--- src/hdl/fsme_pkg.sv ---
// ----------------------------------------------------------------------------
// fsme_pkg
// Shared types, codes and defaults of the table-driven fsm engine.
// ----------------------------------------------------------------------------
package fsme_pkg;

  // defaults for the top-level parameters
  localparam int STATES_DEF = 16;
  localparam int SLOTS_DEF  = 8;

  // guard vector size, fixed by the guard_values field
  localparam int GUARDS = 8;

  // field widths
  localparam int EVENT_W  = 6;
  localparam int STATE_W  = 4;
  localparam int SLOT_W   = 3;
  localparam int GIDX_W   = 3;
  localparam int CNT_W    = 4;
  localparam int SCOUNT_W = 5;
  localparam int STATUS_W = 3;

  // configuration port
  localparam int CFG_IW = 2;
  localparam int CFG_DW = 5;
  localparam logic [CFG_IW-1:0] CFG_ENABLED = 2'd0;
  localparam logic [CFG_IW-1:0] CFG_START   = 2'd1;
  localparam logic [CFG_IW-1:0] CFG_COUNT   = 2'd2;

  localparam logic [SCOUNT_W-1:0] STATE_COUNT_RST = 5'd16;

  // request kinds
  localparam logic KIND_LOAD  = 1'b0;
  localparam logic KIND_EVENT = 1'b1;

  localparam logic [EVENT_W-1:0] NULL_EVENT = '0;

  typedef enum logic [STATUS_W-1:0] {
    ST_IGNORED = 3'd0,
    ST_NOMATCH = 3'd1,
    ST_BLOCKED = 3'd2,
    ST_INVALID = 3'd3,
    ST_FIRED   = 3'd4
  } status_t;

  typedef enum logic [1:0] {
    SEQ_IDLE,
    SEQ_CNT,
    SEQ_SCAN,
    SEQ_DONE
  } seq_t;

  // one transition slot as stored in the table memory
  typedef struct packed {
    logic               guard_polarity;
    logic [GIDX_W-1:0]  guard_index;
    logic               guard_used;
    logic [STATE_W-1:0] target_state;
    logic [EVENT_W-1:0] event_code;
  } entry_t;

  localparam int ENTRY_W = $bits(entry_t);

  typedef struct packed {
    logic               kind;
    logic [EVENT_W-1:0] event_code;
    logic [STATE_W-1:0] state_index;
    logic [SLOT_W-1:0]  slot_index;
    logic [STATE_W-1:0] target_state;
    logic               guard_used;
    logic [GIDX_W-1:0]  guard_index;
    logic               guard_polarity;
    logic [CNT_W-1:0]   slot_count;
    logic [GUARDS-1:0]  guard_values;
  } in_item_t;

  typedef struct packed {
    status_t            status;
    logic [STATE_W-1:0] from_state;
    logic [STATE_W-1:0] to_state;
    logic [SLOT_W-1:0]  slot_taken;
    logic               state_changed;
  } out_item_t;

  typedef struct packed {
    logic                enabled;
    logic [SCOUNT_W-1:0] state_count;
  } cfg_t;

  // current-state update from the sequencer
  typedef struct packed {
    logic               valid;
    logic [STATE_W-1:0] state;
  } upd_t;

endpackage

--- src/hdl/fsme_if.sv ---
// ----------------------------------------------------------------------------
// fsme_in_if / fsme_out_if
// Valid/ready channels carrying requests into and results out of the engine.
// ----------------------------------------------------------------------------
interface fsme_in_if;
  import fsme_pkg::*;

  logic                valid;
  logic                ready;
  logic                kind;
  logic [EVENT_W-1:0]  event_code;
  logic [STATE_W-1:0]  state_index;
  logic [SLOT_W-1:0]   slot_index;
  logic [STATE_W-1:0]  target_state;
  logic                guard_used;
  logic [GIDX_W-1:0]   guard_index;
  logic                guard_polarity;
  logic [CNT_W-1:0]    slot_count;
  logic [GUARDS-1:0]   guard_values;

  modport source (
    output valid, kind, event_code, state_index, slot_index, target_state,
           guard_used, guard_index, guard_polarity, slot_count, guard_values,
    input  ready
  );

  modport sink (
    input  valid, kind, event_code, state_index, slot_index, target_state,
           guard_used, guard_index, guard_polarity, slot_count, guard_values,
    output ready
  );
endinterface

interface fsme_out_if;
  import fsme_pkg::*;

  logic                valid;
  logic                ready;
  logic [STATUS_W-1:0] status;
  logic [STATE_W-1:0]  from_state;
  logic [STATE_W-1:0]  to_state;
  logic [SLOT_W-1:0]   slot_taken;
  logic                state_changed;

  modport source (
    output valid, status, from_state, to_state, slot_taken, state_changed,
    input  ready
  );

  modport sink (
    input  valid, status, from_state, to_state, slot_taken, state_changed,
    output ready
  );
endinterface

--- src/hdl/table_driven_fsm_engine_core.sv ---
// ----------------------------------------------------------------------------
// table_driven_fsm_engine_core
// Programmable fsm engine with guarded transition slots held in memory.
// ----------------------------------------------------------------------------
// A load request writes one transition slot and the state's slot count; it
// gives no result. An event request reads the current state's slot count
// (at most SLOTS), then scans that state's slots in order, stopping early
// when a slot fires or hits an invalid target; an ignored event skips the
// scan. The transition table memory delivers one slot per cycle to the
// scan. A new request is taken once the previous event has moved its
// result into the output register, even if that result is still waiting
// downstream. Configuration is written through cfg_we/cfg_index/cfg_data
// while the engine is idle; writing enabled from 0 to 1 loads the current
// state from start_state.
module table_driven_fsm_engine_core #(
  parameter int STATES = fsme_pkg::STATES_DEF,
  parameter int SLOTS  = fsme_pkg::SLOTS_DEF
) (
  input  logic                         clk,
  input  logic                         rst_n,
  fsme_in_if.sink                      in_ch,
  fsme_out_if.source                   out_ch,
  input  logic                         cfg_we,
  input  logic [fsme_pkg::CFG_IW-1:0]  cfg_index,
  input  logic [fsme_pkg::CFG_DW-1:0]  cfg_data
);
  import fsme_pkg::*;

  localparam int TA = $clog2(STATES*SLOTS);
  localparam int CA = $clog2(STATES);

  logic                enabled_r, enabled_nxt;
  logic [STATE_W-1:0]  start_r, start_nxt;
  logic [SCOUNT_W-1:0] count_r, count_nxt;
  logic [STATE_W-1:0]  cur_r, cur_nxt;

  in_item_t  in_item;
  out_item_t out_item;
  cfg_t      cfg;
  upd_t      upd;

  logic            tbl_we;
  logic [TA-1:0]   tbl_waddr;
  entry_t          tbl_wdata;
  logic [TA-1:0]   tbl_raddr;
  logic [ENTRY_W-1:0] tbl_rbits;
  logic            cnt_we;
  logic [CA-1:0]   cnt_waddr;
  logic [CNT_W-1:0] cnt_wdata;
  logic [CA-1:0]   cnt_raddr;
  logic [CNT_W-1:0] cnt_rdata;

  assign in_item = '{kind:           in_ch.kind,
                     event_code:     in_ch.event_code,
                     state_index:    in_ch.state_index,
                     slot_index:     in_ch.slot_index,
                     target_state:   in_ch.target_state,
                     guard_used:     in_ch.guard_used,
                     guard_index:    in_ch.guard_index,
                     guard_polarity: in_ch.guard_polarity,
                     slot_count:     in_ch.slot_count,
                     guard_values:   in_ch.guard_values};

  assign out_ch.status        = out_item.status;
  assign out_ch.from_state    = out_item.from_state;
  assign out_ch.to_state      = out_item.to_state;
  assign out_ch.slot_taken    = out_item.slot_taken;
  assign out_ch.state_changed = out_item.state_changed;

  assign cfg = '{enabled: enabled_r, state_count: count_r};

  // configuration and current state
  always_comb begin
    enabled_nxt = enabled_r;
    start_nxt   = start_r;
    count_nxt   = count_r;
    cur_nxt     = upd.valid ? upd.state : cur_r;
    if (cfg_we) begin
      case (cfg_index)
        CFG_ENABLED: begin
          enabled_nxt = cfg_data[0];
          if (cfg_data[0] && !enabled_r) begin
            cur_nxt = start_r;
          end
        end
        CFG_START: start_nxt = cfg_data[STATE_W-1:0];
        CFG_COUNT: count_nxt = cfg_data[SCOUNT_W-1:0];
        default: ;
      endcase
    end
  end

  always_ff @(posedge clk) begin
    if (!rst_n) begin
      enabled_r <= 1'b0;
      start_r   <= '0;
      count_r   <= STATE_COUNT_RST;
      cur_r     <= '0;
    end else begin
      enabled_r <= enabled_nxt;
      start_r   <= start_nxt;
      count_r   <= count_nxt;
      cur_r     <= cur_nxt;
    end
  end

  fsme_ram #(
    .W (ENTRY_W),
    .D (STATES*SLOTS)
  ) u_tbl_ram (
    .clk   (clk),
    .we    (tbl_we),
    .waddr (tbl_waddr),
    .wdata (tbl_wdata),
    .raddr (tbl_raddr),
    .rdata (tbl_rbits)
  );

  fsme_ram #(
    .W (CNT_W),
    .D (STATES)
  ) u_cnt_ram (
    .clk   (clk),
    .we    (cnt_we),
    .waddr (cnt_waddr),
    .wdata (cnt_wdata),
    .raddr (cnt_raddr),
    .rdata (cnt_rdata)
  );

  fsme_scan #(
    .STATES (STATES),
    .SLOTS  (SLOTS)
  ) u_scan (
    .clk       (clk),
    .rst_n     (rst_n),
    .in_item   (in_item),
    .in_valid  (in_ch.valid),
    .in_ready  (in_ch.ready),
    .cfg       (cfg),
    .cur_state (cur_r),
    .upd       (upd),
    .out_item  (out_item),
    .out_valid (out_ch.valid),
    .out_ready (out_ch.ready),
    .tbl_we    (tbl_we),
    .tbl_waddr (tbl_waddr),
    .tbl_wdata (tbl_wdata),
    .tbl_raddr (tbl_raddr),
    .tbl_rdata (entry_t'(tbl_rbits)),
    .cnt_we    (cnt_we),
    .cnt_waddr (cnt_waddr),
    .cnt_wdata (cnt_wdata),
    .cnt_raddr (cnt_raddr),
    .cnt_rdata (cnt_rdata)
  );

endmodule

--- src/hdl/fsme_ram.sv ---
// ----------------------------------------------------------------------------
// fsme_ram
// Generic single-write, single-read RAM with registered read data.
// ----------------------------------------------------------------------------
module fsme_ram #(
  parameter int W = 8,
  parameter int D = 16
) (
  input  logic                 clk,
  input  logic                 we,
  input  logic [$clog2(D)-1:0] waddr,
  input  logic [W-1:0]         wdata,
  input  logic [$clog2(D)-1:0] raddr,
  output logic [W-1:0]         rdata
);

  logic [W-1:0] mem [D];

  always_ff @(posedge clk) begin
    if (we) begin
      mem[waddr] <= wdata;
    end
    rdata <= mem[raddr];
  end

endmodule

--- src/hdl/fsme_scan.sv ---
// ----------------------------------------------------------------------------
// fsme_scan
// Request sequencer: writes loaded slots, scans the current state's slots
// one memory read per slot and holds the result register.
// ----------------------------------------------------------------------------
module fsme_scan #(
  parameter int STATES = fsme_pkg::STATES_DEF,
  parameter int SLOTS  = fsme_pkg::SLOTS_DEF
) (
  input  logic                              clk,
  input  logic                              rst_n,
  input  fsme_pkg::in_item_t                in_item,
  input  logic                              in_valid,
  output logic                              in_ready,
  input  fsme_pkg::cfg_t                    cfg,
  input  logic [fsme_pkg::STATE_W-1:0]      cur_state,
  output fsme_pkg::upd_t                    upd,
  output fsme_pkg::out_item_t               out_item,
  output logic                              out_valid,
  input  logic                              out_ready,
  output logic                              tbl_we,
  output logic [$clog2(STATES*SLOTS)-1:0]   tbl_waddr,
  output fsme_pkg::entry_t                  tbl_wdata,
  output logic [$clog2(STATES*SLOTS)-1:0]   tbl_raddr,
  input  fsme_pkg::entry_t                  tbl_rdata,
  output logic                              cnt_we,
  output logic [$clog2(STATES)-1:0]         cnt_waddr,
  output logic [fsme_pkg::CNT_W-1:0]        cnt_wdata,
  output logic [$clog2(STATES)-1:0]         cnt_raddr,
  input  logic [fsme_pkg::CNT_W-1:0]        cnt_rdata
);
  import fsme_pkg::*;

  localparam int TA = $clog2(STATES*SLOTS);
  localparam int CA = $clog2(STATES);

  seq_t               seq_r, seq_nxt;
  logic [EVENT_W-1:0] ev_r;
  logic [GUARDS-1:0]  guard_r;
  logic [STATE_W-1:0] from_r;
  logic [STATE_W-1:0] to_r;
  logic [CNT_W-1:0]   n_r;
  logic [CNT_W-1:0]   i_r;
  logic               blocked_r;
  status_t            status_r;
  logic [SLOT_W-1:0]  taken_r;
  logic               changed_r;
  logic [STATES-1:0]  cnt_vld_r;
  logic               vld_q_r;
  out_item_t          out_item_r;
  logic               out_valid_r;

  logic             accept;
  logic             is_load;
  logic             st_ok;
  logic             sl_ok;
  logic             ignore;
  logic [CNT_W-1:0] n_load;
  logic             match;
  logic             tgt_bad;
  logic             gbit;
  logic             permit;
  logic             last;
  logic             blocked_now;
  logic             done_go;
  logic [CNT_W-1:0] slot_next;

  assign accept  = in_valid && in_ready;
  assign is_load = (in_item.kind == KIND_LOAD);
  assign st_ok   = int'(in_item.state_index) < STATES;
  assign sl_ok   = int'(in_item.slot_index) < SLOTS;
  assign ignore  = !cfg.enabled || (in_item.event_code == NULL_EVENT) ||
                   !({1'b0, cur_state} < cfg.state_count) ||
                   !(int'(cur_state) < STATES);

  // a state never loaded has zero slots
  assign n_load = vld_q_r ? cnt_rdata : '0;

  assign match       = (tbl_rdata.event_code == ev_r);
  assign tgt_bad     = !({1'b0, tbl_rdata.target_state} < cfg.state_count);
  assign gbit        = (int'(tbl_rdata.guard_index) < GUARDS) ?
                       guard_r[tbl_rdata.guard_index] : 1'b0;
  assign permit      = !tbl_rdata.guard_used || (gbit ^ tbl_rdata.guard_polarity);
  assign last        = ((i_r + 1'b1) == n_r);
  assign blocked_now = blocked_r || (match && !tgt_bad && !permit);
  assign done_go     = (seq_r == SEQ_DONE) && (!out_valid_r || out_ready);
  assign slot_next   = (seq_r == SEQ_CNT) ? '0 : i_r + 1'b1;

  // next state
  always_comb begin
    seq_nxt = seq_r;
    case (seq_r)
      SEQ_IDLE: begin
        if (accept && !is_load) begin
          seq_nxt = ignore ? SEQ_DONE : SEQ_CNT;
        end
      end
      SEQ_CNT: begin
        seq_nxt = (n_load == '0) ? SEQ_DONE : SEQ_SCAN;
      end
      SEQ_SCAN: begin
        if ((match && (tgt_bad || permit)) || last) begin
          seq_nxt = SEQ_DONE;
        end
      end
      SEQ_DONE: begin
        if (done_go) begin
          seq_nxt = SEQ_IDLE;
        end
      end
      default: seq_nxt = SEQ_IDLE;
    endcase
  end

  // outputs and memory ports
  always_comb begin
    in_ready  = 1'b0;
    upd       = '0;
    tbl_we    = 1'b0;
    cnt_we    = 1'b0;
    tbl_waddr = TA'(int'(in_item.state_index) * SLOTS + int'(in_item.slot_index));
    tbl_wdata = '{guard_polarity: in_item.guard_polarity,
                  guard_index:    in_item.guard_index,
                  guard_used:     in_item.guard_used,
                  target_state:   in_item.target_state,
                  event_code:     in_item.event_code};
    cnt_waddr = CA'(int'(in_item.state_index));
    cnt_wdata = (int'(in_item.slot_count) > SLOTS) ? CNT_W'(SLOTS) : in_item.slot_count;
    cnt_raddr = CA'(int'(cur_state));
    tbl_raddr = TA'(int'(from_r) * SLOTS + int'(slot_next));
    case (seq_r)
      SEQ_IDLE: begin
        in_ready = 1'b1;
        tbl_we   = in_valid && is_load && st_ok && sl_ok;
        cnt_we   = in_valid && is_load && st_ok;
      end
      SEQ_DONE: begin
        upd.valid = done_go && (status_r == ST_FIRED);
        upd.state = to_r;
      end
      default: ;
    endcase
  end

  always_ff @(posedge clk) begin
    if (!rst_n) begin
      seq_r       <= SEQ_IDLE;
      out_valid_r <= 1'b0;
      cnt_vld_r   <= '0;
    end else begin
      seq_r <= seq_nxt;
      if (cnt_we) begin
        cnt_vld_r[cnt_waddr] <= 1'b1;
      end
      if (done_go) begin
        out_valid_r <= 1'b1;
      end else if (out_ready) begin
        out_valid_r <= 1'b0;
      end
    end
  end

  // scan datapath
  always_ff @(posedge clk) begin
    vld_q_r <= cnt_vld_r[cnt_raddr];
    if (done_go) begin
      out_item_r <= '{status:        status_r,
                      from_state:    from_r,
                      to_state:      to_r,
                      slot_taken:    taken_r,
                      state_changed: changed_r};
    end
    case (seq_r)
      SEQ_IDLE: begin
        if (accept) begin
          ev_r      <= in_item.event_code;
          guard_r   <= in_item.guard_values;
          from_r    <= cur_state;
          to_r      <= cur_state;
          status_r  <= ST_IGNORED;
          blocked_r <= 1'b0;
          taken_r   <= '0;
          changed_r <= 1'b0;
        end
      end
      SEQ_CNT: begin
        status_r <= ST_NOMATCH;
        n_r      <= n_load;
        i_r      <= '0;
      end
      SEQ_SCAN: begin
        blocked_r <= blocked_now;
        i_r       <= i_r + 1'b1;
        if (match && tgt_bad) begin
          status_r <= ST_INVALID;
        end else if (match && permit) begin
          status_r  <= ST_FIRED;
          taken_r   <= SLOT_W'(i_r);
          to_r      <= tbl_rdata.target_state;
          changed_r <= (tbl_rdata.target_state != from_r);
        end else if (last) begin
          status_r <= blocked_now ? ST_BLOCKED : ST_NOMATCH;
        end
      end
      default: ;
    endcase
  end

  assign out_item  = out_item_r;
  assign out_valid = out_valid_r;

endmodule

--- src/flat_wrapper.sv ---
// flat-port wrapper written by rule: the top's interface ports become plain ports
module table_driven_fsm_engine_core_flat import fsme_pkg::*;
#(
  parameter int STATES = fsme_pkg::STATES_DEF,
  parameter int SLOTS  = fsme_pkg::SLOTS_DEF
)
  (clk, rst_n, cfg_we, cfg_index, cfg_data, in_ch_valid, in_ch_kind, in_ch_event_code, in_ch_state_index, in_ch_slot_index, in_ch_target_state, in_ch_guard_used, in_ch_guard_index, in_ch_guard_polarity, in_ch_slot_count, in_ch_guard_values, in_ch_ready, out_ch_valid, out_ch_status, out_ch_from_state, out_ch_to_state, out_ch_slot_taken, out_ch_state_changed, out_ch_ready);
  fsme_in_if in_ch_i ();
  fsme_out_if out_ch_i ();
  input  logic clk;
  input  logic rst_n;
  input  logic cfg_we;
  input  logic [fsme_pkg::CFG_IW-1:0] cfg_index;
  input  logic [fsme_pkg::CFG_DW-1:0] cfg_data;
  input wire logic [$bits(in_ch_i.valid)-1:0] in_ch_valid;
  input wire logic [$bits(in_ch_i.kind)-1:0] in_ch_kind;
  input wire logic [$bits(in_ch_i.event_code)-1:0] in_ch_event_code;
  input wire logic [$bits(in_ch_i.state_index)-1:0] in_ch_state_index;
  input wire logic [$bits(in_ch_i.slot_index)-1:0] in_ch_slot_index;
  input wire logic [$bits(in_ch_i.target_state)-1:0] in_ch_target_state;
  input wire logic [$bits(in_ch_i.guard_used)-1:0] in_ch_guard_used;
  input wire logic [$bits(in_ch_i.guard_index)-1:0] in_ch_guard_index;
  input wire logic [$bits(in_ch_i.guard_polarity)-1:0] in_ch_guard_polarity;
  input wire logic [$bits(in_ch_i.slot_count)-1:0] in_ch_slot_count;
  input wire logic [$bits(in_ch_i.guard_values)-1:0] in_ch_guard_values;
  output wire logic [$bits(in_ch_i.ready)-1:0] in_ch_ready;
  output wire logic [$bits(out_ch_i.valid)-1:0] out_ch_valid;
  output wire logic [$bits(out_ch_i.status)-1:0] out_ch_status;
  output wire logic [$bits(out_ch_i.from_state)-1:0] out_ch_from_state;
  output wire logic [$bits(out_ch_i.to_state)-1:0] out_ch_to_state;
  output wire logic [$bits(out_ch_i.slot_taken)-1:0] out_ch_slot_taken;
  output wire logic [$bits(out_ch_i.state_changed)-1:0] out_ch_state_changed;
  input wire logic [$bits(out_ch_i.ready)-1:0] out_ch_ready;
  assign in_ch_i.valid = in_ch_valid;
  assign in_ch_i.kind = in_ch_kind;
  assign in_ch_i.event_code = in_ch_event_code;
  assign in_ch_i.state_index = in_ch_state_index;
  assign in_ch_i.slot_index = in_ch_slot_index;
  assign in_ch_i.target_state = in_ch_target_state;
  assign in_ch_i.guard_used = in_ch_guard_used;
  assign in_ch_i.guard_index = in_ch_guard_index;
  assign in_ch_i.guard_polarity = in_ch_guard_polarity;
  assign in_ch_i.slot_count = in_ch_slot_count;
  assign in_ch_i.guard_values = in_ch_guard_values;
  assign in_ch_ready = in_ch_i.ready;
  assign out_ch_valid = out_ch_i.valid;
  assign out_ch_status = out_ch_i.status;
  assign out_ch_from_state = out_ch_i.from_state;
  assign out_ch_to_state = out_ch_i.to_state;
  assign out_ch_slot_taken = out_ch_i.slot_taken;
  assign out_ch_state_changed = out_ch_i.state_changed;
  assign out_ch_i.ready = out_ch_ready;
  table_driven_fsm_engine_core #(.STATES(STATES), .SLOTS(SLOTS)) u_core (.clk(clk), .rst_n(rst_n), .in_ch(in_ch_i), .out_ch(out_ch_i), .cfg_we(cfg_we), .cfg_index(cfg_index), .cfg_data(cfg_data));
endmodule
--- config.mk ---
export PLATFORM = sky130hd
export DESIGN_NAME = table_driven_fsm_engine_core_flat
export DESIGN_NICKNAME = d
export VERILOG_FILES = /design/src/hdl/fsme_pkg.sv /design/src/hdl/fsme_if.sv /design/src/hdl/table_driven_fsm_engine_core.sv /design/src/hdl/fsme_ram.sv /design/src/hdl/fsme_scan.sv /design/src/flat_wrapper.sv
export SDC_FILE = /design/constraint.sdc
export NUM_CORES = 2
export LEC_CHECK = 0
export ABC_CLOCK_PERIOD_IN_PS = 4800
export BUFFER_PORTS_ARGS = -buffer_cell sky130_fd_sc_hd__buf_2
export CAP_MARGIN = 25
export CORE_UTILIZATION = 25
export DETAILED_ROUTE_END_ITERATION = 7
export PLACE_DENSITY = 0.46
export SLEW_MARGIN = 20
export SYNTH_ARGS = -nofsm -noshare
export SYNTH_HDL_FRONTEND = slang
export SYNTH_SLANG_ARGS = --single-unit
--- constraint.sdc ---
create_clock -name clk -period 4.8 [get_ports clk]
set_input_delay 0 -clock clk [delete_from_list [all_inputs] [get_ports clk]]
set_output_delay 0 -clock clk [all_outputs]
set_load 0.03 [all_outputs]
==> run_results.csv <==
group,metric,value,unit
synthesis,synth-simple-area-share,7.457,%
placed_design,dp_hpwl,166500,microns
route,drc,0,
pwr,irDropWorstVdd,0.001002,V
worst_setup_path,rr_worst_depth,11,
worst_setup_path,r2r-start,"u_core.u_scan.i_r[0]",
pwr,power_frac_clock,26.7,%
finish,regArea,62230,sq um
synthesis,netlist-cell-type-count,65,
global_routing,grt_pass1_wl,384800,microns
finish,layout.cells.non_filler,10110,
synthesis,syn-num-nets,5317,
synthesis,synth_ff_type,"edfxtp_1",
placed_design,post-place-ws,0.3493,ns
global_routing,grt_start_max_net_pins,167,
synthesis,synth_top_family_by_area,"multiplexers",
pwr,power_density,660.5,nW/um^2
synthesis,synth_edf_count,2037,
worst_setup_path,r2r_end,"u_core.u_tbl_ram.rdata[12]",
clocking,clock_latency,0.93,ns
clocking,htreeDepth,4,
die,fp.dieH,579.3,microns
timing,rsz0062_at_grt,"no",
status,status,"finished clean",
route,first_pass_iters,6,
route,vias,49600,
clocking,cts_tree,"yes",
synthesis,synth_area_leaders,"edfxtp_1 73%, mux2i_1 6.0%, nor3_1 2.6%",
synthesis,synthAdderAreaFrac,0.2102,%
clocking,clock_tree.buffer_depth,4,
finish,drive_gt1_share,15.09,%
global_routing,grt_pass1_vias,48390,
clocking,hold_buffers,73,
worst_setup_path,r2r_setup_slack,0.21,ns
clocking,numCtsBuffers,230,
timing,setup_viol,0,
pwr,p_leak,0.03149,uW
placed_design,gp_congestion,0.8371,
timing,slew_headroom,19.94,%
worst_setup_path,path_class,"flip-flop to flip-flop",
route,wl_per_cell,27.19,microns
route,route.antenna.remaining_nets,0,
clocking,ctsResizeCount,0,
worst_setup_path,cp.required,5.48,ns
pwr,power_frac_seq,31.7,%
placed_design,dp_cells,9614,
die,die_area,335600,sq um
worst_setup_path,cp-start-kind,"flip-flop",
synthesis,ys_warn_count,0,
global_routing,grt_overflow,0,
die,io_pins,64,
timing,slew_viol_final,0,
synthesis,syn-cell-area,83330,sq um
die,die_width,579.3,microns
placed_design,io_buffers,63,
pwr,p_sw,26140,uW
clocking,clk_pin_slew,0.06,ns
worst_setup_path,end_kind,"flip-flop",
synthesis,synth_top_area_share,73.41,%
pwr,swShare,40.13,%
timing,setup_ws,0.2060,ns
global_routing,grt_usage,15.94,%
die,num_rows,211,
synthesis,synth_xor_area_share,0.1877,%
worst_setup_path,startpoint,"u_core.u_scan.i_r[0]",
finish,layout_commonest_cell,"edfxtp_1",
pwr,pwr-share-comb,41.6,%
clocking,cts_num_sinks,2090,
worst_setup_path,worstPathMaxFanout,44,
finish,nFillCells,32780,
route,dr.first_iter.drc_count,5122,
synthesis,netlist_instances,5256,
timing,setup_tns,0,ns
run,cap_violations,0,
timing,clock_skew,0.1041,ns
synthesis,syn_area_per_cell,15.85,sq um
synthesis,synth_compound_area_share,7.583,%
finish,multi_input_area,19440,sq um
route,avgViaCountPerCell,4.907,
clocking,clockRootBuffer,"clkbuf_16",
timing,fmax,0.2177,GHz
worst_setup_path,worstSetupEndpoint,"u_core.u_tbl_ram.rdata[12]",
timing,tightestPinTransition,1.201,ns
finish,layout.nets,5614,
timing,finalHoldViolations,0,
worst_setup_path,cp.arrival,5.27,ns
worst_hold_path,hold_path_class,"input port to flip-flop",
synthesis,synth_top_area_cell,"edfxtp_1",
synthesis,synth-seq-cells,2090,
route,routed_wl,274800,microns
timing,finalCritPeriodShare,95.71,%
timing,final.min_clock_period,4.594,ns
die,core_area,331100,sq um
global_routing,antenna_found_initial,25,
finish,synthToLayoutAreaGrowth,18.34,%
synthesis,synth_mux_area_share,7.678,%
clocking,postCtsSetupRepairBufs,0,
synthesis,seq_area_frac_synth,74.68,%
synthesis,ys_async_sr_fraction,0,%
pwr,internal-power,38990,uW
die,start_util,25.17,%
finish,layout_common_cells,"2037 x edfxtp_1, 503 x mux2i_1, 440 x nor3_1",
-- through the flow --
stage	util, %	total power (uW)	cell area, sq um	hold slack, ns
after floorplan	-	36020	83330	0.09887
after global placement	27.34	48120	90510	0.1795
after detailed placement	27.36	48100	90580	0.1786
after CTS	29.78	65520	98580	0.007284
after global routing	29.78	67370	98590	0.04154
final	29.79	65130	98610	0.05620
-- synthesized netlist by cell type, drive strengths merged, types with 26 or more instances --
cell,instances
a221oi,45
nand3,26
o32a,78
nor3,440
o21a,33
a31oi,61
mux2,65
mux4,28
dfxtp,53
o211ai,68
o21ai,49
or3,112
clkbuf,232
a21oi,82
a221o,46
o221ai,44
edfxtp,2037
buf,172
nand4,48
mux2i,503
nor2,424
inv,29
o32ai,128
or2,28
or4,26
nand2,152
o2111ai,63
-- kinds of logic (layout without fill, tap and decap cells) --
family,Yosys count,after routing
flip-flops,2090,2090
buffers and inverters,434,910
multiplexers,596,596
AND/OR/NAND/NOR,1308,1308
XOR/XNOR,17,17
adder cells (fa/ha/maj),14,14
AO/OA/AOI/OAI,797,797
other,0,10
-- routing by layer --
layer | wire length, microns | track usage [%] | vias to the layer above
met1 | 120400 | 21.85 | 26000
met4 | 7918 | 4.694 | 10
li1 | - | - | 21620
met3 | 15260 | 2.196 | 364
met5 | 77 | 0 | -
met2 | 131200 | 26.19 | 1598
-- sequential cells by signal, indices dropped and copies added (netlist names), 2 cells and up --
name	count
u_core.u_scan.seq_r	2
u_core.u_cnt_ram.rdata	4
u_core.u_scan.cnt_vld_r	16
u_core.u_scan.status_r	3
u_core.u_scan.to_r	4
u_core.u_scan.i_r	4
u_core.count_r	5
u_core.u_scan.ev_r	6
u_core.start_r	4
u_core.u_tbl_ram.mem	1920
u_core.u_scan.out_item	15
u_core.u_tbl_ram.rdata	15
u_core.u_scan.taken_r	3
u_core.cur_r	4
u_core.u_cnt_ram.mem	64
u_core.u_scan.n_r	4
u_core.u_scan.from_r	4
u_core.u_scan.guard_r	8
-- power by group through the flow --
stage	Clock, uW	Combinational, uW	Sequential, uW
detailed placement	0	27000	21100
CTS	17700	27100	20700
global placement	0	27100	21100
finish	17400	27100	20700
global route	18300	28400	20700
floorplan	0	15200	20900
-- cell type report --
| type | instances | share of cell area, % |
|---|---|---|
| Inverter | 30 | 0.1142 |
| Antenna cell | 10 | 0.02538 |
| Clock buffer | 285 | 6.087 |
| Multi-Input combinational cell | 2732 | 19.71 |
| Sequential cell | 2090 | 63.11 |
| Timing Repair Buffer | 469 | 4.131 |
| Clock inverter | 126 | 1.280 |
| Tap cell | 4366 | 5.540 |
-- worst min-delay path by stage --
stage,slack [ns],from,cells after the start,end
after floorplan,0.1,in_ch_event_code[0],0,u_core.u_scan.ev_r[0]
after global placement,0.18,in_ch_guard_values[4],1,u_core.u_scan.guard_r[4]
after detailed placement,0.18,in_ch_guard_values[6],1,u_core.u_scan.guard_r[6]
after CTS,0.007,out_ch_ready,4,u_core.u_scan.out_valid
after global routing,0.04,in_ch_event_code[0],2,u_core.u_tbl_ram.mem[104][0]
final,0.06,in_ch_event_code[0],2,u_core.u_tbl_ram.mem[104][0]
-- worst max-delay path, stage by stage (launching register included) --
cell and delay, ns:
edfxtp_1 0.43, buf_4 0.24, ha_4 0.23, xor2_4 0.73, buf_12 0.33, buf_4 0.37
nor3_1 0.09, o32ai_1 0.30, buf_4 0.17, a31oi_1 0.22, a32oi_1 0.98, nand4_1 0.17
No activity file was read; power rests on OpenSTA's default activity.
